==> src/hdl/hsv2rgb_pkg.sv <==
// ----------------------------------------------------------------------------
// hsv2rgb_pkg
// Types and constants shared by the HSV to RGB conversion pipeline.
// ----------------------------------------------------------------------------
package hsv2rgb_pkg;

	// One 60 degree sector in 1/64 degree units: 256 * 15
	localparam int unsigned SECTOR_UNITS = 3840;
	localparam int unsigned ONE_Q15      = 32768;

	// Weight for a channel at full scale: ONE_Q15 * SECTOR_UNITS (27 bits)
	localparam int unsigned WEIGHT_FULL  = ONE_Q15 * SECTOR_UNITS;

	// floor(h / 15) for h < 128 as (h * 137) >> 11
	localparam int unsigned RECIP15_MUL   = 137;
	localparam int unsigned RECIP15_SHIFT = 11;

	// 255 / 3840 = 17 / 256, so a channel is (v * w * 17) >> 38
	localparam int unsigned CHAN_SHIFT = 38;

	// Widths
	localparam int unsigned HUE_W    = 15;
	localparam int unsigned Q15_W    = 16;
	localparam int unsigned SECT_W   = 4;
	localparam int unsigned REM_W    = 12;
	localparam int unsigned WEIGHT_W = 27;
	localparam int unsigned PROD_W   = Q15_W + WEIGHT_W;
	localparam int unsigned CHAN_W   = 8;

	// Sector codes; anything from SECTOR_MAGENTA up maps as the last sector
	localparam logic [SECT_W-1:0] SECTOR_RED     = 4'd0;
	localparam logic [SECT_W-1:0] SECTOR_YELLOW  = 4'd1;
	localparam logic [SECT_W-1:0] SECTOR_GREEN   = 4'd2;
	localparam logic [SECT_W-1:0] SECTOR_CYAN    = 4'd3;
	localparam logic [SECT_W-1:0] SECTOR_BLUE    = 4'd4;
	localparam logic [SECT_W-1:0] SECTOR_MAGENTA = 4'd5;

	typedef struct packed {
		logic [HUE_W-1:0] hue;
		logic [Q15_W-1:0] saturation;
		logic [Q15_W-1:0] brightness_value;
	} hsv_t;

	typedef struct packed {
		logic [CHAN_W-1:0] red;
		logic [CHAN_W-1:0] green;
		logic [CHAN_W-1:0] blue;
	} rgb_t;

	// Sector split result, clamped saturation and value
	typedef struct packed {
		logic [SECT_W-1:0] sector;
		logic [REM_W-1:0]  rem;
		logic [REM_W-1:0]  rem_comp;
		logic [Q15_W-1:0]  sat;
		logic [Q15_W-1:0]  val;
	} sect_t;

	// Unscaled channel products v * w
	typedef struct packed {
		logic [SECT_W-1:0] sector;
		logic [PROD_W-1:0] prod_v;
		logic [PROD_W-1:0] prod_p;
		logic [PROD_W-1:0] prod_q;
		logic [PROD_W-1:0] prod_t;
	} chan_t;

	// Final scale of one channel: floor(prod * 17 / 2^38)
	function automatic logic [CHAN_W-1:0] scale_chan(input logic [PROD_W-1:0] prod);
		logic [PROD_W+3:0] x17;
		x17 = {prod, 4'b0000} + {4'b0000, prod};
		return x17[CHAN_SHIFT+CHAN_W-1:CHAN_SHIFT];
	endfunction

endpackage

==> src/hdl/hsv_to_rgb_converter.sv <==
// ----------------------------------------------------------------------------
// hsv_to_rgb_converter
// Fixed point HSV to 8-bit RGB conversion, five stage pipeline.
// ----------------------------------------------------------------------------
// A pixel is taken on every clock edge where start is high; busy never rises,
// so one pixel per cycle is sustained. Each result shows on rgb for one cycle
// with done high, after passing the stages in order: stage 1 clamps and finds
// the sector, stage 2 the remainder, stage 3 the channel weights, stage 4 the
// value products, stage 5 scales by 255 and routes by sector. Results come in
// input order and must be captured in the cycle done is high.
module hsv_to_rgb_converter import hsv2rgb_pkg::*; (
	input  logic clk,
	input  logic arst_n,
	input  logic start,
	output logic busy,
	input  hsv_t hsv,
	output logic done,
	output rgb_t rgb
);

	logic  sect_valid, chan_valid;
	sect_t sect;
	chan_t chan;
	logic  done_s5;
	rgb_t  rgb_s5;

	logic [CHAN_W-1:0] cv, cp, cq, ct;
	rgb_t              rgb_sel;

	hsv2rgb_sector u_sector (
		.clk       (clk),
		.arst_n    (arst_n),
		.in_valid  (start),
		.in_hsv    (hsv),
		.out_valid (sect_valid),
		.out_sect  (sect)
	);

	hsv2rgb_scale u_scale (
		.clk       (clk),
		.arst_n    (arst_n),
		.in_valid  (sect_valid),
		.in_sect   (sect),
		.out_valid (chan_valid),
		.out_chan  (chan)
	);

	// Scale by 255 and apply the six-sector rule
	always_comb begin
		cv = scale_chan(chan.prod_v);
		cp = scale_chan(chan.prod_p);
		cq = scale_chan(chan.prod_q);
		ct = scale_chan(chan.prod_t);
		unique case (chan.sector)
			SECTOR_RED:    rgb_sel = '{red: cv, green: ct, blue: cp};
			SECTOR_YELLOW: rgb_sel = '{red: cq, green: cv, blue: cp};
			SECTOR_GREEN:  rgb_sel = '{red: cp, green: cv, blue: ct};
			SECTOR_CYAN:   rgb_sel = '{red: cp, green: cq, blue: cv};
			SECTOR_BLUE:   rgb_sel = '{red: ct, green: cp, blue: cv};
			default:       rgb_sel = '{red: cv, green: cp, blue: cq};
		endcase
	end

	// Output register
	always_ff @(posedge clk or negedge arst_n) begin
		if (!arst_n) begin
			done_s5 <= 1'b0;
		end else begin
			done_s5 <= chan_valid;
		end
	end

	always_ff @(posedge clk) begin
		rgb_s5 <= rgb_sel;
	end

	assign busy = 1'b0;
	assign done = done_s5;
	assign rgb  = rgb_s5;

endmodule

==> src/hdl/hsv2rgb_sector.sv <==
// ----------------------------------------------------------------------------
// hsv2rgb_sector
// Stages 1 and 2: clamp inputs, split hue into sector and remainder.
// ----------------------------------------------------------------------------
module hsv2rgb_sector import hsv2rgb_pkg::*; (
	input  logic  clk,
	input  logic  arst_n,
	input  logic  in_valid,
	input  hsv_t  in_hsv,
	output logic  out_valid,
	output sect_t out_sect
);

	logic              valid_s1, valid_s2;
	logic [HUE_W-1:0]  hue_s1;
	logic [SECT_W-1:0] sector_s1;
	logic [Q15_W-1:0]  sat_s1, val_s1;
	sect_t             sect_s2;

	logic [Q15_W-1:0]  sat_clamp, val_clamp;
	logic [14:0]       recip_prod;
	logic [15:0]       sector_base;
	logic [HUE_W-1:0]  rem_full;
	logic [REM_W-1:0]  rem;

	// Saturate Q1.15 fields at 1.0; sector = floor((hue >> 8) / 15)
	always_comb begin
		sat_clamp  = (in_hsv.saturation > Q15_W'(ONE_Q15)) ? Q15_W'(ONE_Q15)
		                                                   : in_hsv.saturation;
		val_clamp  = (in_hsv.brightness_value > Q15_W'(ONE_Q15)) ? Q15_W'(ONE_Q15)
		                                                         : in_hsv.brightness_value;
		recip_prod = 15'(in_hsv.hue[HUE_W-1:8]) * 15'(RECIP15_MUL);
	end

	always_ff @(posedge clk or negedge arst_n) begin
		if (!arst_n) begin
			valid_s1 <= 1'b0;
		end else begin
			valid_s1 <= in_valid;
		end
	end

	always_ff @(posedge clk) begin
		hue_s1    <= in_hsv.hue;
		sector_s1 <= SECT_W'(recip_prod >> RECIP15_SHIFT);
		sat_s1    <= sat_clamp;
		val_s1    <= val_clamp;
	end

	// Remainder within the sector and its complement
	always_comb begin
		sector_base = 16'(sector_s1) * 16'(SECTOR_UNITS);
		rem_full    = hue_s1 - sector_base[HUE_W-1:0];
		rem         = rem_full[REM_W-1:0];
	end

	always_ff @(posedge clk or negedge arst_n) begin
		if (!arst_n) begin
			valid_s2 <= 1'b0;
		end else begin
			valid_s2 <= valid_s1;
		end
	end

	always_ff @(posedge clk) begin
		sect_s2.sector   <= sector_s1;
		sect_s2.rem      <= rem;
		sect_s2.rem_comp <= REM_W'(SECTOR_UNITS) - rem;
		sect_s2.sat      <= sat_s1;
		sect_s2.val      <= val_s1;
	end

	assign out_valid = valid_s2;
	assign out_sect  = sect_s2;

endmodule

==> src/hdl/hsv2rgb_scale.sv <==
// ----------------------------------------------------------------------------
// hsv2rgb_scale
// Stages 3 and 4: channel weights w = 1 - s*x, then products v * w.
// ----------------------------------------------------------------------------
module hsv2rgb_scale import hsv2rgb_pkg::*; (
	input  logic  clk,
	input  logic  arst_n,
	input  logic  in_valid,
	input  sect_t in_sect,
	output logic  out_valid,
	output chan_t out_chan
);

	logic                valid_s3, valid_s4;
	logic [SECT_W-1:0]   sector_s3;
	logic [Q15_W-1:0]    val_s3;
	logic [WEIGHT_W-1:0] w_p_s3, w_q_s3, w_t_s3;
	chan_t               chan_s4;

	logic [WEIGHT_W-1:0] sx_p, sx_q, sx_t;

	// s * x terms; each stays at or below ONE_Q15 * SECTOR_UNITS
	always_comb begin
		sx_p = WEIGHT_W'(in_sect.sat) * WEIGHT_W'(SECTOR_UNITS);
		sx_q = WEIGHT_W'(in_sect.sat) * WEIGHT_W'(in_sect.rem);
		sx_t = WEIGHT_W'(in_sect.sat) * WEIGHT_W'(in_sect.rem_comp);
	end

	always_ff @(posedge clk or negedge arst_n) begin
		if (!arst_n) begin
			valid_s3 <= 1'b0;
			valid_s4 <= 1'b0;
		end else begin
			valid_s3 <= in_valid;
			valid_s4 <= valid_s3;
		end
	end

	always_ff @(posedge clk) begin
		sector_s3 <= in_sect.sector;
		val_s3    <= in_sect.val;
		w_p_s3    <= WEIGHT_W'(WEIGHT_FULL) - sx_p;
		w_q_s3    <= WEIGHT_W'(WEIGHT_FULL) - sx_q;
		w_t_s3    <= WEIGHT_W'(WEIGHT_FULL) - sx_t;
	end

	// One 16x27 product per channel candidate
	always_ff @(posedge clk) begin
		chan_s4.sector <= sector_s3;
		chan_s4.prod_v <= PROD_W'(val_s3) * PROD_W'(WEIGHT_FULL);
		chan_s4.prod_p <= PROD_W'(val_s3) * PROD_W'(w_p_s3);
		chan_s4.prod_q <= PROD_W'(val_s3) * PROD_W'(w_q_s3);
		chan_s4.prod_t <= PROD_W'(val_s3) * PROD_W'(w_t_s3);
	end

	assign out_valid = valid_s4;
	assign out_chan  = chan_s4;

endmodule

==> config.mk <==
export PLATFORM = sky130hd
export DESIGN_NAME = hsv_to_rgb_converter
export DESIGN_NICKNAME = d
export VERILOG_FILES = /design/src/hdl/hsv2rgb_pkg.sv /design/src/hdl/hsv_to_rgb_converter.sv /design/src/hdl/hsv2rgb_sector.sv /design/src/hdl/hsv2rgb_scale.sv
export SDC_FILE = /design/constraint.sdc
export NUM_CORES = 2
export LEC_CHECK = 0
export BUFFER_PORTS_ARGS = -buffer_cell sky130_fd_sc_hd__buf_4
export CAP_MARGIN = 15
export CORE_UTILIZATION = 35
export CTS_CLUSTER_DIAMETER = 60
export DETAILED_ROUTE_END_ITERATION = 16
export PLACE_DENSITY_LB_ADDON = 0.12
export SYNTH_ARGS = -nofsm -noshare
export SYNTH_HDL_FRONTEND = slang
export SYNTH_SLANG_ARGS = --single-unit
==> constraint.sdc <==
create_clock -name clk -period 8.8 [get_ports clk]
set_input_delay 2.2 -clock clk [delete_from_list [all_inputs] [get_ports clk]]
set_output_delay 2.2 -clock clk [all_outputs]
set_load 0.005 [all_outputs]
-- Word level (Yosys, flattened, before mapping)
Cells that the tools add are included.
- word-level logic and storage cells: 53
- input bits: 50
- output and inout port bits: 26
- register bits: 391
- equal/unequal tests: 4
- $add $sub $neg: 9
- magnitude comparators: 2
- reductions and logical operators: 1
- multipliers: 9
- muxes and demuxes: 1
- operators with widths (operator ; count):
    adder 46 x 43 -> 46 bit ; 4
    multiplier 16 x 27 -> 43 bit ; 3
    one-hot mux 24 bit (5 select lines) ; 1
    subtractor 27 bit, first input constant ; 3
    multiplier 16 x 12 -> 27 bit ; 2
    > comparator 16 bit, second input constant ; 2
    multiplier 16 x 4 -> 20 bit, second input constant ; 1
    multiplier 16 x 4 -> 19 bit, second input constant ; 1
    multiplier 7 x 8 -> 15 bit, second input constant ; 1
    subtractor 12 bit ; 1
    subtractor 12 bit, first input constant ; 1
    == test 4 x 2 -> 1 bit, second input constant ; 2
    == test 4 x 1 -> 1 bit, second input constant ; 1
    == test 4 x 3 -> 1 bit, second input constant ; 1
    zero test 4 bit ; 1
    multiplier 4 x 1 -> 4 bit, second input constant ; 1

-- Longest topological paths before layout
- depth in word-level cells: 3
- mapped depth: 27
- gate-level depth less buffers: 25

-- Hierarchy
Synthesis repeated with hierarchy kept, for this count alone.
- cell total of the unflattened synthesis: 7636
- area, all modules: 68617.1 sq um
- modules (own cells, without submodules) (module ; area an instance (sq um) ; cells an instance ; instances ; seq. area each (sq um)):
    hsv2rgb_scale ; 58237.1 ; 6393 ; 1 ; 4814.6
    hsv_to_rgb_converter ; 7139.3 ; 996 ; 1 ; 505.5
    hsv2rgb_sector ; 3240.6 ; 247 ; 1 ; 2192.1

-- Worst setup path after synthesis
Ideal clock, no wire load.
- kind: register to register
- from: reg u_scale.val_s3[4]
- to: reg u_scale.chan_s4 (netlist bit u_scale.out_chan[128])
- setup time: 0.072 ns
- data arrival time: 6.691 ns
- required time: 8.728 ns
- cell stages (with the launch flop): 26
- buffers on the path: 2
- period minus slack after synthesis: 6.763 ns
- setup slack: 2.037 ns
- cell sequence: dfxtp_1 -> clkbuf_1 -> clkbuf_1 -> nand2_1 -> fa_1 -> inv_1 -> fa_1 -> inv_1 -> fa_1 -> inv_1 -> fa_1 -> fa_1 -> inv_1 -> fa_1 -> inv_1 -> ha_1 -> a21o_1 -> a211o_1 -> a31oi_1 -> a21oi_2 -> a221oi_2 -> a21oi_2 -> a211o_1 -> or4_1 -> a31oi_1 -> xnor2_1
- longest elaborated chain between the ends: 1
- RTL lines (element ; line ; text):
    from (decl) ; hsv2rgb_scale.sv:16 ; logic [Q15_W-1:0] val_s3;
    from (signal assigned) ; hsv2rgb_scale.sv:41 ; val_s3 <= in_sect.val;
    multiplier 16 x 27 -> 43 bit ; hsv2rgb_scale.sv:51 ; chan_s4.prod_p <= PROD_W'(val_s3) * PROD_W'(w_p_s3);
    to (decl) ; hsv2rgb_scale.sv:18 ; chan_t chan_s4;
No other way between the ends.
A chain may end at the register's enable or synchronous reset.

-- Final worst setup path
- from: reg u_scale.val_s3[1]
- to: reg u_scale.chan_s4 (netlist bit u_scale.out_chan[41])
- longest elaborated chain between the ends: 1
- RTL lines (element ; line ; text):
    multiplier 16 x 27 -> 43 bit ; hsv2rgb_scale.sv:53 ; chan_s4.prod_t <= PROD_W'(val_s3) * PROD_W'(w_t_s3);
No other way between the ends.

==> flow_summary.yaml <==
sta:
  hold_violations: 0
  relSlewSlack_pct: 28.81
  drv_slew: 0
  clock_skew_ps: 41.39
  layout_min_cycle_time_ps: 7481
  fin_crit_sh_pct: 85.01
  tns_ps: 0
  worst_pin_slew_ps: 1059
  rsz0062_at_grt: "no"
  fmax_mhz: 133.7
  finalSetupViolCount: 0
  holdWs_ps: 320.5
clock_network:
  ctsLongestPathBuffers: 3
  clk_pin_slew_ps: 60
  cts_num_sinks: 372
  cts_root_buffer: "clkbuf_16"
  cts_buffers: 66
  h-tree-depth: 3
  hold_buffers: 0
  clock_latency_ps: 690
  cts-resized-gates: 0
  tritoncts: "done"
  cts_setup_buffers: 0
placement:
  io_buffers: 74
  dp_hpwl_um: 140500
  globalplace.congestion: 0.8395
  dp_cells: 9479
final_layout:
  area_delta_synth_final_pct: 8.874
  finalNonFillerCells: 9602
  final_nets: 9076
  drive_gt1_share_pct: 4.635
  nFillCells: 18880
worst_setup_path:
  criticalPathCategory: "register to register"
  worst_r2r_path_depth: 23
  worst_path_max_delay_cell: "dfxtp_2"
  rr_endpoint: "u_scale.out_chan[41]"
  startpoint_type: "register"
  crit_path_end_kind: "register"
  r2r_start: "u_scale.val_s3[1]"
  cpMostUsedCell: "fa_1"
  cp_max_fo: 29
  worst-r2r-setup-slack_ps: 1320
  slowest_delay_ps: 910
  crit_required_ps: 9410
  cp_data_arrival_time_ps: 8090
  cp-startpoint: "u_scale.val_s3[1]"
  path_cells: "buf_4, nand2_1, fa_1, fa_1, fa_1, inv_1, fa_1, fa_1, inv_1, fa_1, inv_1, ha_1, a21o_1, a21o_1, a21oi_1, o21ai_0, a2111oi_0, a211oi_1, nor4_1, o31ai_1, o21a_1, nor2_1, xnor2_1"
synthesis:
  async_reset_ff_share_pct: 1.344
  netlist_instances: 7103
  synth_top_cell_by_area: "fa_1"
  yosys-top-cells-area: "fa_1 39%, ha_1 13%, dfxtp_1 11%"
  synth-seq-cells: 372
  synth_ff_type: "dfxtp_1"
  synth_cell_type_count: 86
  syn_nets: 9112
  synth_seq_area_share_pct: 11.46
  yosys_warnings: 0
  synth_top_area_share_pct: 39.17
  synth_area_um2: 65210
  avgSynthCellArea_um2: 9.180
  synth_edf_count: 0
floorplan:
  start_util_pct: 35.20
  rows: 158
  die_area_um2: 188000
  die_h_um: 433.6
  io_pins: 76
  core_area_um2: 185200
  die_w_um: 433.6
worst_hold_path:
  hold_start: "u_sector.out_sect[59]"
  min_to: "u_scale.sector_s3[3]"
  min_path_type: "register to register"
  min_path_cells: 0
grt:
  grt_pass1_wl_um: 282300
  grt_remaining_overflow: 0
  grt_pass1_vias: 50070
  antenna_found_initial: 4
  grt_usage_pct: 19.33
  grt_max_degree: 76
route:
  vias: 46170
  vias_per_cell: 4.808
  drc: 0
  drt-initial-drc-count: 2289
  ant_nets: 0
  wire_per_inst_um: 18.10
  first_pass_iters: 5
  drt_wl_total_um: 173800
status:
  status: "finished, final reports clean"
job:
  cap_violations: 0
==> kinds of logic (layout without fill, tap and decap cells) <==
group,count (synthesis),in the layout,share of synthesized area [%]
other,1,3,0.005751
buffers and inverters,1725,1742,9.937
AND/OR/NAND/NOR,2110,2110,16.13
AO/OA/AOI/OAI,689,689,6.860
XOR/XNOR,242,242,3.250
flip-flops,372,372,11.46
multiplexers,5,5,0.07867
adder cells (fa/ha/maj),1959,1959,52.28
==> cell type report <==
type	count	area [um2]	area share, %
Multi-Input combinational cell	5006	51270	72.21
Tap cell	2480	3103	4.371
Sequential cell	372	7508	10.58
Clock inverter	43	528.0	0.7437
Antenna cell	2	5.005	0.007049
Timing Repair Buffer	169	1344	1.893
Clock buffer	78	1788	2.518
Inverter	1452	5450	7.677
==> how the worst max path moves through the flow <==
stage | end | slack [ps]
final | u_scale.out_chan[41] | 1320
after floorplan | u_scale.out_chan[128] | 2040
after global placement | u_scale.out_chan[41] | 1420
after global routing | u_scale.out_chan[41] | 880
after detailed placement | u_scale.out_chan[41] | 1340
after CTS | u_scale.out_chan[41] | 1310
==> cell usage after synthesis, drive strengths merged, types with 41 or more instances <==
master,instances
a21o,114
a21oi,217
and2,757
clkbuf,271
dfxtp,367
fa,1276
ha,683
inv,1450
nand2,914
nand3,41
nor2,136
nor2b,70
nor3,53
o21ai,115
xnor2,164
xor2,78
==> per-stage QoR <==
| step | area [um2] | util (%) | setup WS [ps] |
|---|---|---|---|
| 4_1_cts | 70990 | 38.32 | 1307 |
| 2_1_floorplan | 65210 | - | 2037 |
| 3_5_place_dp | 68670 | 37.07 | 1344 |
| 3_3_place_gp | 68670 | 37.07 | 1419 |
| 5_1_grt | 70990 | 38.33 | 883.7 |
| 6_report | 71000 | 38.33 | 1319 |
==> cells in the final DEF (no fill, tap or decap), types with 12 or more instances in the layout <==
cell type / instances
o21ai_0: 112
nand4_1: 20
a31oi_1: 23
fa_1: 1276
o211ai_1: 17
o21bai_1: 27
nand2b_1: 31
ha_1: 683
clkbuf_16: 67
a211oi_1: 34
a21oi_1: 215
xnor2_1: 163
o21a_1: 28
and2_1: 757
inv_1: 1450
nor3_1: 53
nand3_1: 41
nor2b_1: 70
nand2_1: 914
or3_1: 14
nor2_1: 136
a21o_1: 114
and3_1: 27
nor4_1: 12
dfxtp_1: 350
buf_4: 163
xor2_1: 78
==> flip-flops by register name (all words and copies together) (netlist names), 12 cells and up <==
| name | cells |
|---|---|
| u_sector.out_sect | 59 |
| rgb | 24 |
| u_scale.w_t_s3 | 26 |
| u_sector.hue_s1 | 12 |
| u_scale.out_chan | 144 |
| u_sector.sat_s1 | 16 |
| u_sector.val_s1 | 16 |
| u_scale.w_q_s3 | 27 |
| u_scale.w_p_s3 | 19 |
| u_scale.val_s3 | 16 |
==> per-layer routing <==
layer / vias up / share of wire, % / global-route usage (%)
met5: - / 0 / 0
met3: 157 / 4.2 / 2.366
li1: 21530 / - / -
met4: 0 / 2.3 / 5.092
met2: 796 / 44 / 30.10
met1: 23690 / 49 / 28.14
==> worst max-delay path, delay by kind of cell, from the launching register on <==
family	cells	cell delay [ps]
AOI/OAI and AO/OA	8	1810
xor gates and xnor gates	1	130
and+or+nand+nor	3	700
DFF	1	910
buffers and inverters	4	510
adders and majority gates	7	3330
Power is left out: the tool's default activity adds up to more than one toggle a clock period on the data nets, which glitch-free logic cannot reach.
